**config.mk**
```make
export PLATFORM = sky130hd
export DESIGN_NAME = strain_press_debouncer_core
export DESIGN_NICKNAME = d
export VERILOG_FILES = /design/src/design/spd_pkg.sv /design/src/design/strain_press_debouncer_core.sv /design/src/design/spd_classify.sv /design/src/design/spd_track.sv
export VERILOG_INCLUDE_DIRS = /design/src /design/src/design
export SDC_FILE = /design/constraint.sdc
export NUM_CORES = 1
export LEC_CHECK = 0
export ABC_AREA = 1
export BUFFER_PORTS_ARGS = -buffer_cell sky130_fd_sc_hd__buf_2
export CORE_UTILIZATION = 55
export CTS_BUF_LIST = sky130_fd_sc_hd__clkbuf_4
export DETAILED_ROUTE_END_ITERATION = 7
export GPL_TIMING_DRIVEN = 0
export PLACE_DENSITY = 0.72
export SLEW_MARGIN = 20
export SYNTH_ARGS = -nofsm -noshare
export SYNTH_HDL_FRONTEND = slang
export SYNTH_SLANG_ARGS = --single-unit
```
**constraint.sdc**
```tcl
create_clock -name aclk -period 13.4 [get_ports aclk]
set_input_delay 2.68 -clock aclk [delete_from_list [all_inputs] [get_ports aclk]]
set_output_delay 2.68 -clock aclk [all_outputs]
set_load 0.02 [all_outputs]
```
**src/design/strain_press_debouncer_core_defines.svh**
```systemverilog
// Assertion macros for the strain press debouncer.
// No dependencies; included by the top level only.
`ifndef STRAIN_PRESS_DEBOUNCER_CORE_DEFINES_SVH
`define STRAIN_PRESS_DEBOUNCER_CORE_DEFINES_SVH

// Same-cycle implication, disabled during reset.
`define SPD_ASSERT_NOW(label, clk, rstn, ante, cons) \
    label: assert property (@(posedge clk) disable iff (!(rstn)) (ante) |-> (cons)) \
        else $error("assertion failed: same-cycle check");

// Next-cycle implication, disabled during reset.
`define SPD_ASSERT_NEXT(label, clk, rstn, ante, cons) \
    label: assert property (@(posedge clk) disable iff (!(rstn)) (ante) |=> (cons)) \
        else $error("assertion failed: next-cycle check");

`endif

```
**src/design/spd_pkg.sv**
```systemverilog
// Shared widths, register indexes and types for the strain press debouncer.
// No dependencies.
package spd_pkg;

    localparam int SAMPLE_BITS    = 24;
    localparam int DELTA_BITS     = SAMPLE_BITS + 1;
    // Room for 2*delta and -delta at any bit pattern of the delta register.
    localparam int CMP_BITS       = SAMPLE_BITS + 3;
    localparam int CFG_DATA_BITS  = DELTA_BITS;
    localparam int CFG_INDEX_BITS = 2;
    localparam int RUN_BITS       = 8;
    localparam int TOTAL_BITS     = 32;

    localparam logic [CFG_INDEX_BITS-1:0] CFG_DETECT_ENABLE = 2'd0;
    localparam logic [CFG_INDEX_BITS-1:0] CFG_IDLE_LEVEL    = 2'd1;
    localparam logic [CFG_INDEX_BITS-1:0] CFG_DELTA_LEVEL   = 2'd2;

    // The pressed state toggles once the run counter exceeds this.
    localparam logic [RUN_BITS-1:0] RUN_LIMIT = 8'd2;

    typedef logic signed [SAMPLE_BITS-1:0] sample_t;
    typedef logic signed [DELTA_BITS-1:0]  delta_t;
    typedef logic signed [CMP_BITS-1:0]    cmp_word_t;

    // Classification of one sample against the calibration.
    typedef struct packed {
        logic active;      // detection enabled and delta nonzero
        logic in_range;    // ratio inside (-1, 2)
        logic above_one;   // ratio > 1
        logic below_half;  // ratio < 1/2
    } cmp_t;

endpackage

```
**src/design/strain_press_debouncer_core.sv**
```systemverilog
// Top level of the strain press debouncer: handshake, input stage, config.
// Depends on spd_pkg, spd_classify, spd_track and the assertion macro header.
//
// Debounced press detector for a load-cell knob. Each signed sample is
// compared with the idle level and the calibrated delta by exact integer
// compares; samples whose ratio (sample - idle) / delta lies outside (-1, 2)
// are dropped, and a run of more than two qualifying samples toggles the
// pressed state, raising a press or release event and counting presses in a
// wrapping 32-bit total.
// Every input transaction yields exactly one result transaction. A sample
// passes the input register, then classify and state update load the result
// register; one transaction per cycle is sustained while the result side
// keeps up. Configuration writes take effect at once and are expected only
// while the block is idle.
`include "strain_press_debouncer_core_defines.svh"

module strain_press_debouncer_core (
    input  logic                                aclk,
    input  logic                                aresetn,
    // configuration write port
    input  logic                                cfg_wr_en,
    input  logic [spd_pkg::CFG_INDEX_BITS-1:0]  cfg_index,
    input  logic [spd_pkg::CFG_DATA_BITS-1:0]   cfg_wdata,
    // sample channel
    input  logic                                s_valid,
    output logic                                s_ready,
    input  spd_pkg::sample_t                    s_sample,
    // result channel
    output logic                                m_valid,
    input  logic                                m_ready,
    output logic                                m_is_pressed,
    output logic                                m_press_event,
    output logic                                m_release_event,
    output logic [spd_pkg::TOTAL_BITS-1:0]      m_press_total
);

    // Configuration registers.
    logic             enable_reg;
    spd_pkg::sample_t idle_reg;
    spd_pkg::delta_t  delta_reg;

    // Input stage and result valid.
    logic             s1_valid_reg, s1_valid_next;
    spd_pkg::sample_t sample_reg;
    logic             m_valid_reg, m_valid_next;

    logic             out_free;   // result register may be loaded this cycle
    logic             fire;       // input stage moves into result register
    logic             s_accept;
    spd_pkg::cmp_t    cmp;

    always_ff @(posedge aclk) begin
        if (!aresetn) begin
            enable_reg <= 1'b0;
            idle_reg   <= '0;
            delta_reg  <= '0;
        end else if (cfg_wr_en) begin
            case (cfg_index)
                spd_pkg::CFG_DETECT_ENABLE: enable_reg <= cfg_wdata[0];
                spd_pkg::CFG_IDLE_LEVEL:    idle_reg   <= cfg_wdata[spd_pkg::SAMPLE_BITS-1:0];
                spd_pkg::CFG_DELTA_LEVEL:   delta_reg  <= cfg_wdata;
                default: ;  // unmapped index: write dropped
            endcase
        end
    end

    // Handshake: the input stage refills in the same cycle it drains, so a
    // transaction can enter every cycle while the result side keeps up.
    assign out_free = !m_valid_reg || m_ready;
    assign fire     = s1_valid_reg && out_free;
    assign s_ready  = !s1_valid_reg || out_free;
    assign s_accept = s_valid && s_ready;

    always_comb begin
        s1_valid_next = s1_valid_reg;
        if (s_accept) begin
            s1_valid_next = 1'b1;
        end else if (fire) begin
            s1_valid_next = 1'b0;
        end

        m_valid_next = m_valid_reg;
        if (fire) begin
            m_valid_next = 1'b1;
        end else if (m_ready) begin
            m_valid_next = 1'b0;
        end
    end

    always_ff @(posedge aclk) begin
        if (!aresetn) begin
            s1_valid_reg <= 1'b0;
            m_valid_reg  <= 1'b0;
        end else begin
            s1_valid_reg <= s1_valid_next;
            m_valid_reg  <= m_valid_next;
        end
    end

    // Sample payload, no reset needed.
    always_ff @(posedge aclk) begin
        if (s_accept) begin
            sample_reg <= s_sample;
        end
    end

    spd_classify u_classify (
        .sample        (sample_reg),
        .idle_level    (idle_reg),
        .delta_level   (delta_reg),
        .detect_enable (enable_reg),
        .cmp           (cmp)
    );

    spd_track u_track (
        .aclk          (aclk),
        .aresetn       (aresetn),
        .fire          (fire),
        .cmp           (cmp),
        .is_pressed    (m_is_pressed),
        .press_event   (m_press_event),
        .release_event (m_release_event),
        .press_total   (m_press_total)
    );

    assign m_valid = m_valid_reg;

    // A result never reports a press and a release together.
    `SPD_ASSERT_NOW(a_one_event, aclk, aresetn, m_valid, !(m_press_event && m_release_event))
    // A press event always leaves the knob pressed.
    `SPD_ASSERT_NOW(a_press_state, aclk, aresetn, m_valid && m_press_event, m_is_pressed)
    // The press total steps by one exactly on a press event.
    `SPD_ASSERT_NEXT(a_total_step, aclk, aresetn, fire,
        m_press_total == $past(m_press_total) + 32'(m_press_event))
    // Input is only held off while both stages are full and the output stalls.
    `SPD_ASSERT_NOW(a_backpressure, aclk, aresetn, !s_ready, s1_valid_reg && m_valid && !m_ready)

endmodule

```
**src/design/spd_classify.sv**
```systemverilog
// Combinational classification of a registered sample against idle and delta.
// Depends on spd_pkg.
module spd_classify (
    input  spd_pkg::sample_t sample,
    input  spd_pkg::sample_t idle_level,
    input  spd_pkg::delta_t  delta_level,
    input  logic             detect_enable,
    output spd_pkg::cmp_t    cmp
);

    spd_pkg::cmp_word_t d;
    spd_pkg::cmp_word_t d2;
    spd_pkg::cmp_word_t dl;
    spd_pkg::cmp_word_t dl2;
    spd_pkg::cmp_word_t dl_neg;
    logic               dl_is_neg;

    always_comb begin
        d         = spd_pkg::cmp_word_t'(sample) - spd_pkg::cmp_word_t'(idle_level);
        d2        = d <<< 1;
        dl        = spd_pkg::cmp_word_t'(delta_level);
        dl2       = dl <<< 1;
        dl_neg    = -dl;
        dl_is_neg = delta_level[spd_pkg::DELTA_BITS-1];

        cmp.active = detect_enable && (delta_level != '0);
        if (!dl_is_neg) begin
            cmp.in_range   = (d > dl_neg) && (d < dl2);
            cmp.above_one  = d > dl;
            cmp.below_half = d2 < dl;
        end else begin
            cmp.in_range   = (d < dl_neg) && (d > dl2);
            cmp.above_one  = d < dl;
            cmp.below_half = d2 > dl;
        end
    end

endmodule

```
**src/design/spd_track.sv**
```systemverilog
// Debounce state (pressed flag, run counter, press total) and result register.
// Depends on spd_pkg.
module spd_track (
    input  logic                             aclk,
    input  logic                             aresetn,
    input  logic                             fire,
    input  spd_pkg::cmp_t                    cmp,
    output logic                             is_pressed,
    output logic                             press_event,
    output logic                             release_event,
    output logic [spd_pkg::TOTAL_BITS-1:0]   press_total
);

    logic                           pressed_reg, pressed_next;
    logic [spd_pkg::RUN_BITS-1:0]   run_reg, run_next;
    logic [spd_pkg::TOTAL_BITS-1:0] total_reg, total_next;
    logic                           pev_reg, pev_next;
    logic                           rev_reg, rev_next;
    logic                           advance;

    always_comb begin
        pressed_next = pressed_reg;
        run_next     = run_reg;
        total_next   = total_reg;
        pev_next     = 1'b0;
        rev_next     = 1'b0;
        advance      = (!pressed_reg && cmp.above_one) || (pressed_reg && cmp.below_half);
        if (cmp.active && cmp.in_range) begin
            if (advance) begin
                run_next = run_reg + 1'b1;
                if (run_next > spd_pkg::RUN_LIMIT) begin
                    pressed_next = !pressed_reg;
                    if (!pressed_reg) begin
                        total_next = total_reg + 1'b1;
                        pev_next   = 1'b1;
                    end else begin
                        rev_next = 1'b1;
                    end
                end
            end else begin
                run_next = '0;
            end
        end
    end

    always_ff @(posedge aclk) begin
        if (!aresetn) begin
            pressed_reg <= 1'b0;
            run_reg     <= '0;
            total_reg   <= '0;
            pev_reg     <= 1'b0;
            rev_reg     <= 1'b0;
        end else if (fire) begin
            pressed_reg <= pressed_next;
            run_reg     <= run_next;
            total_reg   <= total_next;
            pev_reg     <= pev_next;
            rev_reg     <= rev_next;
        end
    end

    // State only moves when a result is loaded, so it doubles as the payload.
    assign is_pressed    = pressed_reg;
    assign press_event   = pev_reg;
    assign release_event = rev_reg;
    assign press_total   = total_reg;

endmodule

```
==> results of run 1 <==
==> synthesized netlist by cell type (all sizes together) <==
library cell    n  area [sq um]
and2            1          6.26
xnor2          21           184
dfxtp          95          1900
a31o            1          8.76
o31ai           3          22.5
buf            12           114
nor2          100           388
a21boi          1          7.51
nand4          68           432
or2             1          6.26
a22oi           1          7.51
nor3           29           145
edfxtp         24           721
nand2         304          1150
o211ai          2          15.0
o21bai          1          7.51
clkinv          3          11.3
a221oi          1          8.76
nand3b          1          7.51
fa              1          20.0
nand3          50           283
inv           161           604
nor4           16           100
clkbuf         24          90.1
o21ai          71           355
a21oi         140           716
a21o            4          30.0
xor2           47           412
a211oi          7          52.6
a31oi          10          62.6
ha            123          1540
==> cells in the final DEF (no fill, tap or decap), types with 18 or more instances in the layout <==
cell type  synthesis  final
ha_1             123    123
xnor2_1           21     21
nor2_1            95     95
dfxtp_1           95     95
inv_1            159    159
buf_2              1     93
o21ai_0           71     71
nor3_1            29     29
a21oi_1          138    138
clkbuf_1          24     24
edfxtp_1          24     24
nand4_1           67     67
nand2_1          302    302
nand3_1           45     45
clkbuf_4           0     18
xor2_1            47     47
==> cell families after synthesis <==
logic type / count (synthesis) / synth area share
flip-flops: 119 / 0.279
buffers and inverters: 200 / 0.0871
AO/OA/AOI/OAI: 242 / 0.138
AND/OR/NAND/NOR: 570 / 0.267
XOR/XNOR: 68 / 0.0633
adder cells (fa/ha/maj): 124 / 0.166
==> worst paths after layout <==
| path | startpoint | endpoint | slack, ns | cells past startpoint |
|---|---|---|---|---|
| setup reg to reg | idle_reg[3]$_SDFFE_PN0P_ | u_track.press_total[15]$_SDFFE_PN0P_ | 7.66 | 31 |
| hold reg to reg | idle_reg[5]$_SDFFE_PN0P_ | idle_reg[5]$_SDFFE_PN0P_ | 0.47 | 2 |
| hold / removal | idle_reg[5]$_SDFFE_PN0P_ | idle_reg[5]$_SDFFE_PN0P_ | 0.47 | 2 |
| setup / recovery | m_ready | s_ready | 7.61 | 4 |
==> final cells by class <==
type,instances,area share
Multi-Input combinational cell,1004,0.569
Antenna cell,2,0.000478
Clock buffer,18,0.0129
Buffer,36,0.0195
Inverter,164,0.0588
Clock inverter,14,0.0189
Tap cell,220,0.0263
Sequential cell,119,0.250
Timing Repair Buffer,92,0.0439
==> per-layer routing <==
metal,routed length (um),GRT usage
met5,0,0
met4,640,0.104
met3,1610,0.0375
met1,13500,0.477
met2,10900,0.451
==> critical path: stages <==
cell and delay [ns]:
buf_2 0.10, inv_1 0.06, nand3_1 0.10, buf_2 0.18
==> metrics by stage <==
stage	worst slack [ns]	total power, mW	cells
2_1_floorplan	7.79	0.707	1323
3_3_place_gp	7.61	0.806	1635
3_5_place_dp	7.61	0.819	1635
4_1_cts	7.61	1.13	1667
5_1_grt	7.08	1.21	1669
6_report	7.61	1.13	1669
==> power by group through the flow <==
stage	clock network (mW)	registers, mW	logic, mW
final	0.306	0.385	0.437
after global routing	0.326	0.387	0.497
after CTS	0.312	0.385	0.429
after detailed placement	0	0.393	0.427
after global placement	0	0.393	0.413
after floorplan	0	0.391	0.316
==> impl.org, run 1 <==
** Cells and area
- Final-stage net count :: between 1500 and 2000
- Once layout is complete, the utilization of the core stands at 0.630.
- FF/Latch Area :: 2620 sq um
- Flip-flop count of the largest register, all copies and words added :: 32
- Of the cells placed in the final design, the portion with a size suffix greater than 1 is 0.107.
- The multi-input combinational cells in the finished layout cover a total of 5960 sq um.
- Final instance area :: between 10000 and 15000 sq um
- P&R area growth vs syn :: 11.4%
- Filler instances :: 1574

** Power
- Switching power share of the total :: 0.390
- Net Sw Power :: 0.440 mW
- The share of total power dissipated in sequential elements is 0.341.
- The share of total power dissipated in the clock network is 0.271.
- Int Pwr :: 0.688 mW
- Combinational power share :: 0.387
- Power Dens Cells :: 108 nW/um^2
- Summed over all cells, the static leakage comes to 4.82 nW.
- Across the VDD grid, the largest voltage drop is 0.0831 mV.

** Critical path
- Critical path endpoint category :: output pin
- Crit path launch type :: input pin
- Critical Path RT :: 10.72 ns
- Of all nets on the critical path, the largest fanout is 3.
- Type of the worst setup path :: input pin to output pin
- Data on the critical path arrives at its endpoint at 3.11 ns.

** CTS
- No sink is reached through more buffers than the 2 on the longest clock path.
- Number of H-tree levels :: 4
- Hold repair after CTS inserted 0 buffers.
- Clock-pin slew on the worst setup and hold paths :: 0.10 ns
- Root buffer cell :: clkbuf_4
- Total clock sinks :: 119
- Count of cells resized by post-cts repair :: 0
- Latest clock arrival within the worst-skew pair :: 0.56 ns
- Clock tree synthesis inserted a total of 17 buffers.
- Number of setup buffers added after CTS :: 0
- TritonCTS built the clock tree.

** Synthesis
- In this run, synthesis produced a sequential element count of ~120.
- Counting distinct cell types in the post-synthesis netlist gives 41.
- Sequential share of the synthesized area :: 0.279
- A synthesized cell averages 7.11 sq um.
- Mapped cell area :: 9400 sq um
- Post-Synthesis Net Count :: 1503
- For this run, the number of Yosys warnings is 0.
- Cells after synthesis :: 1323

** Die
- After floorplanning, the core was divided into 47 placement rows.
- Die Wd :: 133 um
- Floorplan Core Area :: 16600 sq um
- Effective utilization at floorplan :: 0.565
- The die covers 17600 sq um.
- Pin placement for this block handled 93 I/O pins.
- The floorplan step set the die height to 133 um.

** Run
- The tool flagged a number of max-cap violations equal to 0.

** Place
- Buffers placed on the I/O ports in this run total 92.
- Standard cell area after detailed placement :: about 10000 sq um
- Dpl hpwl :: 21600 um
- At the end of routability-driven placement, the weighted congestion stood at 0.944.

** Timing
- Minimum period implied by the final worst setup slack :: around 5.8 ns
- Number of setup violations in the final report :: 0
- Share of the clock period used by the worst path after layout :: 0.432
- Max Clock Skew :: 0.0220 ns
- Maximum frequency from static timing analysis :: 173 MHz
- At the pin with the least slew margin, the transition time is about 0.97 ns.
- Setup TNS after final layout :: 0 ns
- Setup repair after global routing left no endpoint under its margin.
- Measured against its own limit, the worst slew margin works out to 0.352.
- Worst slack on hold paths :: 0.469 ns
- Final hold viol count :: 0
- The final count of pins violating max slew was 0.

** GRT
- Via count of the first global-routing pass :: ~8500
- Overall Global Routing Usage :: 0.313
- Number of antenna violations at the first check in global routing :: 2
- Summed over all layers, the global routing overflow is 0.
- Entering global routing, the biggest net connects 25 pins.
- The first global-routing pass estimated 43100 um of wire.

** Drt
- Once detail routing completed, the nets flagged for antenna violations numbered 0.
- First-pass detailed-route iteration total :: 5
- After detailed routing, the number of vias per cell comes to 5.53.
- Dividing the detail-routed wire length by the instance count gives about 16 um.
- Across all layers, the routed design uses 9225 vias.
- DRC marker count from the first detailed-route iteration :: 600
- Wires add up to approximately 27000 um.
- After detailed routing, the number of remaining DRC violations is 0.

** Worst hold path
- Tightest Hold Check Type :: register to register

** Status
- The run finished with clean final reports.
Note: power is estimated with default switching activity, not from simulation.
==> inputs of run 2 (changes only) <==
--- a/config.mk
+++ b/config.mk
@@ -6,13 +6,13 @@
 export SDC_FILE = /design/constraint.sdc
 export NUM_CORES = 1
 export LEC_CHECK = 0
-export ABC_AREA = 1
+export ABC_AREA = 0
 export BUFFER_PORTS_ARGS = -buffer_cell sky130_fd_sc_hd__buf_2
 export CORE_UTILIZATION = 55
 export CTS_BUF_LIST = sky130_fd_sc_hd__clkbuf_4
 export DETAILED_ROUTE_END_ITERATION = 7
 export GPL_TIMING_DRIVEN = 0
-export PLACE_DENSITY = 0.72
+export PLACE_DENSITY = 0.75
 export SLEW_MARGIN = 20
 export SYNTH_ARGS = -nofsm -noshare
 export SYNTH_HDL_FRONTEND = slang
==> constraint.sdc (replaced) <==
create_clock -name aclk -period 5.25 [get_ports aclk]
set_input_delay 1.05 -clock aclk [delete_from_list [all_inputs] [get_ports aclk]]
set_output_delay 1.05 -clock aclk [all_outputs]
set_load 0.02 [all_outputs]
==> run 2 against run 1 <==
  * The run now ends with setup timing left
  * Worst hold slack lost 0.0095 ns
  * Total power rose by 130%
  * Design area decreased by 0.12%
  * Setup slack lost 8.1 ns
  * Flip-flop and latch count is the same
  * Wire length fell by 5.0%
  * Register-to-register slack lost 8.1 ns
  * Combinational power up 110%
  * Global-route usage decreased by 0.65 points
  * Clock skew up 0.0014 ns
  * Clock power rose by 130%
  * Critical path depth is 26 higher
  * Largest cell class unchanged
  * Largest power group is now registers
==> impl.org, run 2 <==
** Status
- Result of the run: finished with violations (was completed).
- Failing checks :: setup timing

** Critical path
- The reg-to-reg critical path startpoint is sample_reg[0]$_DFFE_PP_ (was idle_reg[3]$_SDFFE_PN0P_).
- The worst reg2reg path endpoint is u_track.press_total[25]$_SDFFE_PN0P_ (was u_track.press_total[15]$_SDFFE_PN0P_).
- Slowest cell on the critical path :: edfxtp_1 (was buf_2)
- The arrival time at the worst endpoint was 6.15 ns (was 3.11 ns).
- The path depth of the worst reg2reg path was 30 (was 31).
- The sort of element at the end of the critical path was a register (was output pin).
- Crit path launch type :: register (was input pin)
- CP max stage delay :: 0.40 ns (was 0.18 ns)
- The required time of the critical path is 5.71 ns (was 10.72 ns).
- Setup slack on the worst flop-to-flop path :: -0.45 ns (was 7.66 ns)
- Most frequent CP cell :: o21ai_2 (was buf_2)
- The maximum fanout along the worst path was 6 (was 3).
- Type of the worst setup path :: register to register (was input pin to output pin)

** Timing
- The final setup violation count was 43 (was 0).
- Pins over their slew limit :: 0 (unchanged)
- Worst Max-Slew Pin Slew :: 0.835 ns (was 0.970 ns)
- For this run, the top clock speed supported by timing is around 180 MHz.
- Worst-case headroom to the max-slew limit :: 0.437 (was 0.352)
- Setup TNS after final layout :: -14.70 ns (was 0 ns)
- The hold violation total from the final report is 0 (unchanged).
- The worst path in the final design needs a cycle of 5.70 ns, including I/O delays and setup.
- The worst clock skew is 0.0234 ns (was 0.0220 ns).
- The final worst slack was -0.445 ns (was 7.61 ns).
- Unrepaired setup endpoints after global routing: yes (was no).
- Share of the clock period used by the worst path after layout :: 1.08

** Drt
- DRC marker count from the first detailed-route iteration :: 543 (was 600)
- The sum of met2 wire segment lengths after detailed routing came to 11500 um (was 10900 um).
- The count of antenna-violating nets left after detailed routing was 0 (unchanged).
- The length of routed wiring on met1 came to 11100 um (was 13500 um).
- Routed WL per cell :: 17.5 um (was 16.0 um)
- The remaining routing DRC violations was 0 (unchanged).
- The overall via count from detail_route was 8551 (was 9225).
- Top sig layer :: met5 (was met4)
- The routed length on met3 was 1880 um (was 1610 um).
- The via density per instance is 5.93 (was 5.53).
- First-pass detailed-route iteration total :: 5 (unchanged)
- Routed wire length :: 25300 um (was 26600 um)

** Synthesis
- The synthesized-area fraction occupied by adder cells is 0.177 (was 0.166).
- Largest area contributor in the netlist :: dfxtp_1 (unchanged)
- The predominant post-synthesis flop cell is dfxtp_1 (unchanged).
- Synth Area per Inst :: 8.24 sq um (was 7.11 sq um)
- Synth Area in Compound Gates :: 0.203 (was 0.138)
- The number of nets in the synthesized netlist was 1254 (was 1503).
- Share of synthesized flip-flops with an asynchronous set or reset :: 0 (unchanged)
- The cell area after synthesis was 8850 sq um (was 9400 sq um).
- The count of different cell masters after synthesis came to 75 (was 41).
- The simple-gate area share of the yosys netlist came to 0.213 (was 0.267).
- Synth cell count leaders :: nand2_1 (150), a21oi_1 (123), ha_1 (123) (was nand2_1 (302), inv_1 (159), a21oi_1 (138))
- Largest family of logic cells by synthesized area :: simple AND/OR/NAND/NOR gates (unchanged)
- Sequential share of the synthesized area :: 0.296 (was 0.279)
- Multiplexer share of the synthesized area :: 0.00452 (was 0)
- The post-synthesis instance total is 1074 (was 1323).
- The share of Yosys cell area claimed by the top area cell type was 0.215 (was 0.202).
- Cells taking the most area after synthesis :: dfxtp_1 (21%), ha_1 (17%), edfxtp_1 (8.1%) (was dfxtp_1 (20%), ha_1 (16%), nand2_1 (12%))
- Post-synthesis register bit count :: 119 (unchanged)
- Number of enable flip-flop cells after synthesis :: 24 (unchanged)
- The number of warning messages in the yosys log came to 0 (unchanged).
- The dominant cell by count in the synthesized netlist is nand2_1 (unchanged).
- The xor/xnor share of the synthesized area is 0.0564 (was 0.0633).

** CTS
- Post-cts hold buffer count :: 0 (unchanged)
- The clock-pin transition on the worst setup and hold timing paths came to 0.11 ns (was 0.10 ns).
- The clock tree root driver cell is clkbuf_4 (unchanged).
- The maximum clock path buffer count came to 2 (unchanged).
- The number of clock sinks seen by CTS was 119 (unchanged).
- The TritonCTS clock tree is yes (unchanged).
- The total CTS buffers was 17 (unchanged).
- Number of H-tree levels :: 4 (unchanged)
- The clock insertion delay at the later pin of the skew report was 0.56 ns (about the same).

** Worst hold path
- Endpoint of the worst hold-timing path :: idle_reg[21]$_SDFFE_PN0P_ (was idle_reg[5]$_SDFFE_PN0P_)
- Worst Hold Launch :: idle_reg[21]$_SDFFE_PN0P_ (was idle_reg[5]$_SDFFE_PN0P_)
- The class of the tightest hold or removal check is register to register (unchanged).
- The worst hold path depth is 2 (unchanged).

** Cells and area
- The share of post-route cells with drive strength above 1 came to 0.178 (was 0.107).
- The multi-input logic area was 6110 sq um (was 5960 sq um).
- Final-stage net count :: 1392 (was 1614)
- The flip-flop count of the largest register, all copies and words added came to 32 (unchanged).
- Commonest non-fill, non-tap cells in the layout :: nand2_1 (150), ha_1 (120), a21oi_1 (115) (was nand2_1 (302), inv_1 (159), a21oi_1 (138))
- The area added between synthesis and finish came to 18.3% (was 11.4%).
- The number of filler cells placed in the layout came to 1370 (was 1574).
- Final core occ :: 0.664 (was 0.630)
- The most frequent standard cell in the layout excluding fill and tap cells is nand2_1 (unchanged).
- FF/Latch Area :: 2620 sq um (unchanged)

** Power
- The power density over cell area was 247 nW/um^2 (was 108 nW/um^2).
- Int Pwr :: 1.68 mW (was 0.688 mW)
- The part of the power in the clock network was 0.273 (was 0.271).
- Net Sw Power :: 0.906 mW (was 0.440 mW)
- Switching power share of the total :: 0.351 (was 0.390)
- The fraction of power consumed by sequential logic is 0.378 (was 0.341).
- The maximum vdd drop was 0.175 mV (was 0.0831 mV).
- The standby leakage power came to 4.15 nW (was 4.82 nW).
- The logic gate share of total power was 0.350 (was 0.387).

** GRT
- The via count of the first global-routing pass is 7944 (was 8470).
- Overall Global Routing Usage :: 0.306 (was 0.313)
- The number of antenna violations at the first check in global routing came to 2 (unchanged).
- The first-pass GRT wire length was 39300 um (was 43100 um).
- Grt ovf :: 0 (unchanged)
- The largest net degree at the start of global routing was 25 (unchanged).

** Die
- The width of the die is 129 um (was 133 um).
- Vertical die dimension :: 129 um (was 133 um)
- Die Footprint :: 16600 sq um (was 17600 sq um)
- Floorplan Core Area :: 15800 sq um (was 16600 sq um)
- Standard-cell row count :: 46 (was 47)
- Boundary Pins :: 93 (unchanged)
- Effective utilization at floorplan :: 0.561 (was 0.565)

** Place
- Dpl hpwl :: 19000 um (was 21600 um)
- Number of buffers inserted by port buffering :: 91 (was 92)
- Final weighted congestion in routability-driven placement :: 0.915 (was 0.944)

** Run
- Max_cap viols :: 0 (unchanged)
## run 2: cell count changes after synthesis, moves of 21 or more
cell and delta:
xnor2_1 +22, inv_1 -81, o21ai_1 +26, a21o_1 +23, nand2_1 -152, nand4_1 -40
nor2_1 -46, or3_1 +21, xor2_1 -40, o21ai_0 -46
## run 2: power by group through the flow
stage               sequential [mW]  combinational (mW)  clock [mW]
floorplan                     0.990               0.621           0
CTS                           0.975               0.877       0.708
global placement              0.995               0.803           0
finish                        0.975               0.903       0.704
global route                  0.978                1.01       0.750
detailed placement            0.996               0.828           0
## run 2: per-stage QoR
stage,total power [mW],cells,instance area (sq um),hold WS [ns],setup WS [ns]
2_1_floorplan,1.61,1074,8880,0.436,-0.0113
3_3_place_gp,1.80,1381,9610,0.443,-1.14
3_5_place_dp,1.82,1381,9610,0.448,-1.17
4_1_cts,2.56,1439,10300,0.462,-0.551
5_1_grt,2.73,1441,10500,0.482,-0.733
6_report,2.58,1442,10500,0.459,-0.445
## run 2: metal layers
layer  up-vias  global-route usage
li1       4147                   -
met1      4011               0.392
met2       320               0.486
met3        71              0.0732
met4         2               0.147
met5         -                   0
## run 2: layout make-up
cell class / instances / area share
Antenna cell: 1 / 0.000239
Buffer: 33 / 0.0163
Clock buffer: 18 / 0.0129
Clock inverter: 14 / 0.0151
Inverter: 78 / 0.0280
Multi-Input combinational cell: 845 / 0.583
Sequential cell: 119 / 0.251
Tap cell: 216 / 0.0258
Timing Repair Buffer: 118 / 0.0677
## run 2: cells by family (layout without fill, tap and decap cells)
group | after synthesis | count (layout)
muxes | 4 | 4
xor gates and xnor gates | 53 | 53
and+or+nand+nor | 377 | 377
other | 0 | 1
DFF | 119 | 119
adders and majority gates | 125 | 125
AOI/OAI and AO/OA | 285 | 286
buffers and inverters | 111 | 261
## run 2: how the worst max path moves through the flow
stage / from / endpoint / cells past startpoint
after floorplan: idle_reg[2]$_SDFFE_PN0P_ / u_track.press_total[19]$_SDFFE_PN0P_ / 28
after global placement: sample_reg[0]$_DFFE_PP_ / u_track.press_total[19]$_SDFFE_PN0P_ / 29
after detailed placement: sample_reg[0]$_DFFE_PP_ / u_track.press_total[21]$_SDFFE_PN0P_ / 29
after CTS: sample_reg[0]$_DFFE_PP_ / u_track.press_total[31]$_SDFFE_PN0P_ / 29
after global routing: sample_reg[0]$_DFFE_PP_ / u_track.press_total[25]$_SDFFE_PN0P_ / 30
final: sample_reg[0]$_DFFE_PP_ / u_track.press_total[25]$_SDFFE_PN0P_ / 30
## run 2: critical path: cells and delay by family (launching register included)
kind	cells	cell delay (ns)
AOI/OAI and AO/OA	13	2.41
xor gates and xnor gates	2	0.36
adders and majority gates	3	0.64
buffers and inverters	3	0.40
DFF	1	0.40
and+or+nand+nor	9	1.42
## run 2: repair_timing
action	4_1_cts	5_1_grt
cloned	2	0
endpoints found under the setup margin	43	43
pin swaps	52	18
resized for setup	53	20
setup buffers	24	6
==> inputs of run 3 (changes only) <==
--- a/config.mk
+++ b/config.mk
@@ -8,11 +8,11 @@
 export LEC_CHECK = 0
 export ABC_AREA = 0
 export BUFFER_PORTS_ARGS = -buffer_cell sky130_fd_sc_hd__buf_2
-export CORE_UTILIZATION = 55
-export CTS_BUF_LIST = sky130_fd_sc_hd__clkbuf_4
+export CORE_UTILIZATION = 56
+export CTS_BUF_LIST = sky130_fd_sc_hd__clkbuf_8
 export DETAILED_ROUTE_END_ITERATION = 7
 export GPL_TIMING_DRIVEN = 0
-export PLACE_DENSITY = 0.75
+export PLACE_DENSITY = 0.76
 export SLEW_MARGIN = 20
 export SYNTH_ARGS = -nofsm -noshare
 export SYNTH_HDL_FRONTEND = slang
==> run 3 against run 2 <==
  * Combinational power grew 2.3%
  * Fmax grew 1.9%
  * Worst hold slack lost 0.0046 ns
  * Sequential power is essentially flat
  * Setup slack gained 0.11 ns
  * Non-clock buffer count grew 10
  * Clock power grew 22%
  * Clock skew shrank 0.0098 ns
  * Total power grew 6.8%
  * Global-route usage shrank 0.21 points
  * Largest power group unchanged
  * The flow still finishes with violations (setup timing)
  * Design area grew 2.8%
==> impl.org, run 3 (synthesized netlist as in run 2, its figures left out) <==
** Place
- Final weighted congestion in routability-driven placement :: 0.895 (was 0.915)
- Standard cell area after detailed placement :: 9600 sq um (was 9610 sq um)
- The detailed placer's ending HPWL came to 17400 um (was 19000 um).
- # placed instances :: 1376 (was 1381)
- Number of buffers inserted by port buffering :: 91 (unchanged)

** Die
- The width of the die is 128 um (was 129 um).
- Die Footprint :: 16300 sq um (was 16600 sq um)
- Effective utilization at floorplan :: 0.578 (was 0.561)
- The total I/O pin count is 93 (unchanged).
- Floorplan Core Area :: 15300 sq um (was 15800 sq um)
- The floorplan die height is 128 um (was 129 um).
- Standard-cell row count :: 45 (was 46)

** Cells and area
- The most frequent standard cell in the layout excluding fill and tap cells was nand2_1 (unchanged).
- The share of post-route cells with drive strength above 1 is 0.197 (was 0.178).
- Commonest non-fill, non-tap cells in the layout: nand2_1 (149), ha_1 (118), a21oi_1 (107) (was nand2_1 (150), ha_1 (120), a21oi_1 (115)).
- Final instance count without filler cells :: 1446 (was 1442)
- Flip-flop count of the largest register, all copies and words added :: 32 (unchanged)
- Final instance area :: 10800 sq um (was 10500 sq um)
- The count of antenna diodes in the layout is 0 (was 1).
- P&R area growth vs syn :: 21.5% (was 18.3%)
- Final-stage net count :: 1402 (was 1392)

** Timing
- Number of setup violations in the final report :: 42 (was 43)
- The fraction of the cycle the final worst path needs was 1.06 (was 1.08).
- Unrepaired setup endpoints after global routing :: yes (unchanged)
- Worst-case headroom to the max-slew limit :: 0.420 (was 0.437)
- The post-route minimum period came to 5.59 ns (was 5.70 ns).
- Pins over their slew limit :: 0 (unchanged)
- Max Clock Skew :: 0.0136 ns (was 0.0234 ns)
- The measured slew at the worst slew-check pin came to 0.861 ns (was 0.835 ns).
- The final worst slack was -0.340 ns (was -0.445 ns).
- Maximum frequency from static timing analysis :: 179 MHz (was 176 MHz)
- Final hold viol count :: 0 (unchanged)

** Critical path
- Worst endpoint data arrival time :: 5.99 ns (was 6.15 ns)
- The critical path start-end classification was register to register (unchanged).
- The reg2reg setup slack came to -0.34 ns (was -0.45 ns).
- The required time of the critical path is 5.65 ns (was 5.71 ns).
- The type of element launching the critical path was a register (unchanged).
- The cell with the largest stage delay on the worst path is edfxtp_1 (unchanged).
- The maximum fanout along the worst path came to 5 (was 6).
- The sort of element at the end of the critical path is a register (unchanged).
- CP max stage delay :: 0.38 ns (was 0.40 ns)

** GRT
- The via count of the first global-routing pass was 7912 (was 7944).
- Number of antenna violations at the first check in global routing :: 0 (was 2)
- The largest net degree at the start of global routing was 25 (unchanged).
- The most crowded layer after global routing was met2 (unchanged).
- The global route total overflow came to 0 (unchanged).
- M2 GR Usage :: 0.494 (was 0.486)
- Wire length of the first global-routing pass :: 38700 um (was 39300 um)
- The met3 capacity usage during global routing came to 0.0630 (was 0.0732).
- Overall Global Routing Usage :: 0.304 (was 0.306)
- The fraction of met1 tracks used by global routing is 0.402 (was 0.392).

** Drt
- Routed wire length :: 24200 um (was 25300 um)
- Routed WL per cell :: 16.8 um (was 17.5 um)
- The remaining routing DRC violations came to 0 (unchanged).
- The via density per instance was 5.84 (was 5.93).
- DRC marker count from the first detailed-route iteration :: 621 (was 543)
- The overall via count from detail_route came to 8444 (was 8551).
- Number of routed nets with antenna violations :: 0 (unchanged)
- The total iterations of the first detailed-routing run was 5 (unchanged).

** Power
- Max IR drop VDD :: 0.185 mV (was 0.175 mV)
- The power density over cell area is 256 nW/um^2 (was 247 nW/um^2).
- Cell leakage power :: 4.28 nW (was 4.15 nW)

** Run
- Max_cap viols :: 0 (unchanged)

** CTS
- Total clock sinks :: 119 (unchanged)
- The TritonCTS clock tree is yes (unchanged).
- Number of buffers between clock root and the deepest sink :: 2 (unchanged)
- Clock-pin slew on the worst setup and hold paths :: 0.08 ns (was 0.11 ns)
- Number of H-tree levels :: 4 (unchanged)
- Total clock buffers created by CTS :: 17 (unchanged)
- The clock tree root driver cell was clkbuf_8 (was clkbuf_4).
- Latest clock arrival within the worst-skew pair :: 0.47 ns (was 0.56 ns)
- Post-cts hold buffer count :: 0 (unchanged)

** Worst hold path
- The class of the tightest hold or removal check was register to register (unchanged).

** Status
- Result of the run: finished with violations (unchanged).
- Failing checks: setup timing (unchanged).
## run 3: changes by cell type in the layout (fill, tap and decap cells not counted), moves of 3 or more
cell / delta
o21ai_2: -5
o21ai_4: +3
buf_6: +4
a21oi_1: -8
clkinv_1: -3
buf_4: +7
clkbuf_4: -18
a21oi_2: +8
clkbuf_8: +20
## run 3: layout make-up
type	count	area (sq um)
tap	211	264
buffer	33	163
fill	1247	4560
clock buffer	20	275
multi-input combinational	845	6210
clock inverter	12	125
timing repair buffer	128	803
inverter	78	293
sequential	119	2620
## run 3: what timing repair did
action | CTS | global route
setup buffers | 28 | 10
endpoints found under the setup margin | 43 | 43
endpoints found under the hold margin | 0 | 0
gates cloned | 1 | 1
gates resized for setup | 58 | 33
pin swaps | 58 | 27
## run 3: through the flow
stage	hold WS (ns)	total power [mW]	worst slack, ns	TNS (ns)	util
floorplan	0.436	1.61	-0.0113	-0.0113	-
finish	0.455	2.76	-0.340	-10.77	0.702
global placement	0.443	1.79	-0.965	-32.94	0.627
global route	0.477	2.92	-0.579	-21.16	0.702
detailed placement	0.447	1.81	-1.01	-34.66	0.627
CTS	0.457	2.73	-0.468	-15.93	0.687
## run 3: worst paths after layout
check,startpoint,to,cells after the start
max,sample_reg[0]$_DFFE_PP_,u_track.press_total[17]$_SDFFE_PN0P_,30
min,idle_reg[14]$_SDFFE_PN0P_,idle_reg[14]$_SDFFE_PN0P_,2
max reg2reg,sample_reg[0]$_DFFE_PP_,u_track.press_total[17]$_SDFFE_PN0P_,30
min reg2reg,idle_reg[14]$_SDFFE_PN0P_,idle_reg[14]$_SDFFE_PN0P_,2
## run 3: where the power goes
group / leakage (nW) / internal [mW] / switching, mW
clock network: 0.214 / 0.458 / 0.402
registers: 1.00 / 0.957 / 0.0169
logic: 3.07 / 0.403 / 0.521
total: 4.28 / 1.82 / 0.939
## run 3: metal layers
metal	vias to the layer above	wire length (um)	share of wire
met5	-	0	0
met4	0	492	0.020
met3	47	1580	0.065
met2	245	11200	0.46
met1	3998	11000	0.45
li1	4154	-	-
## run 3: critical path, delay by kind of cell, from the launching register on
| kind | cells | cell delay (ns) |
|---|---|---|
| AOI/OAI and AO/OA | 14 | 2.47 |
| xor gates and xnor gates | 1 | 0.18 |
| adders and majority gates | 3 | 0.61 |
| buffers and inverters | 3 | 0.36 |
| DFF | 1 | 0.38 |
| and+or+nand+nor | 9 | 1.53 |
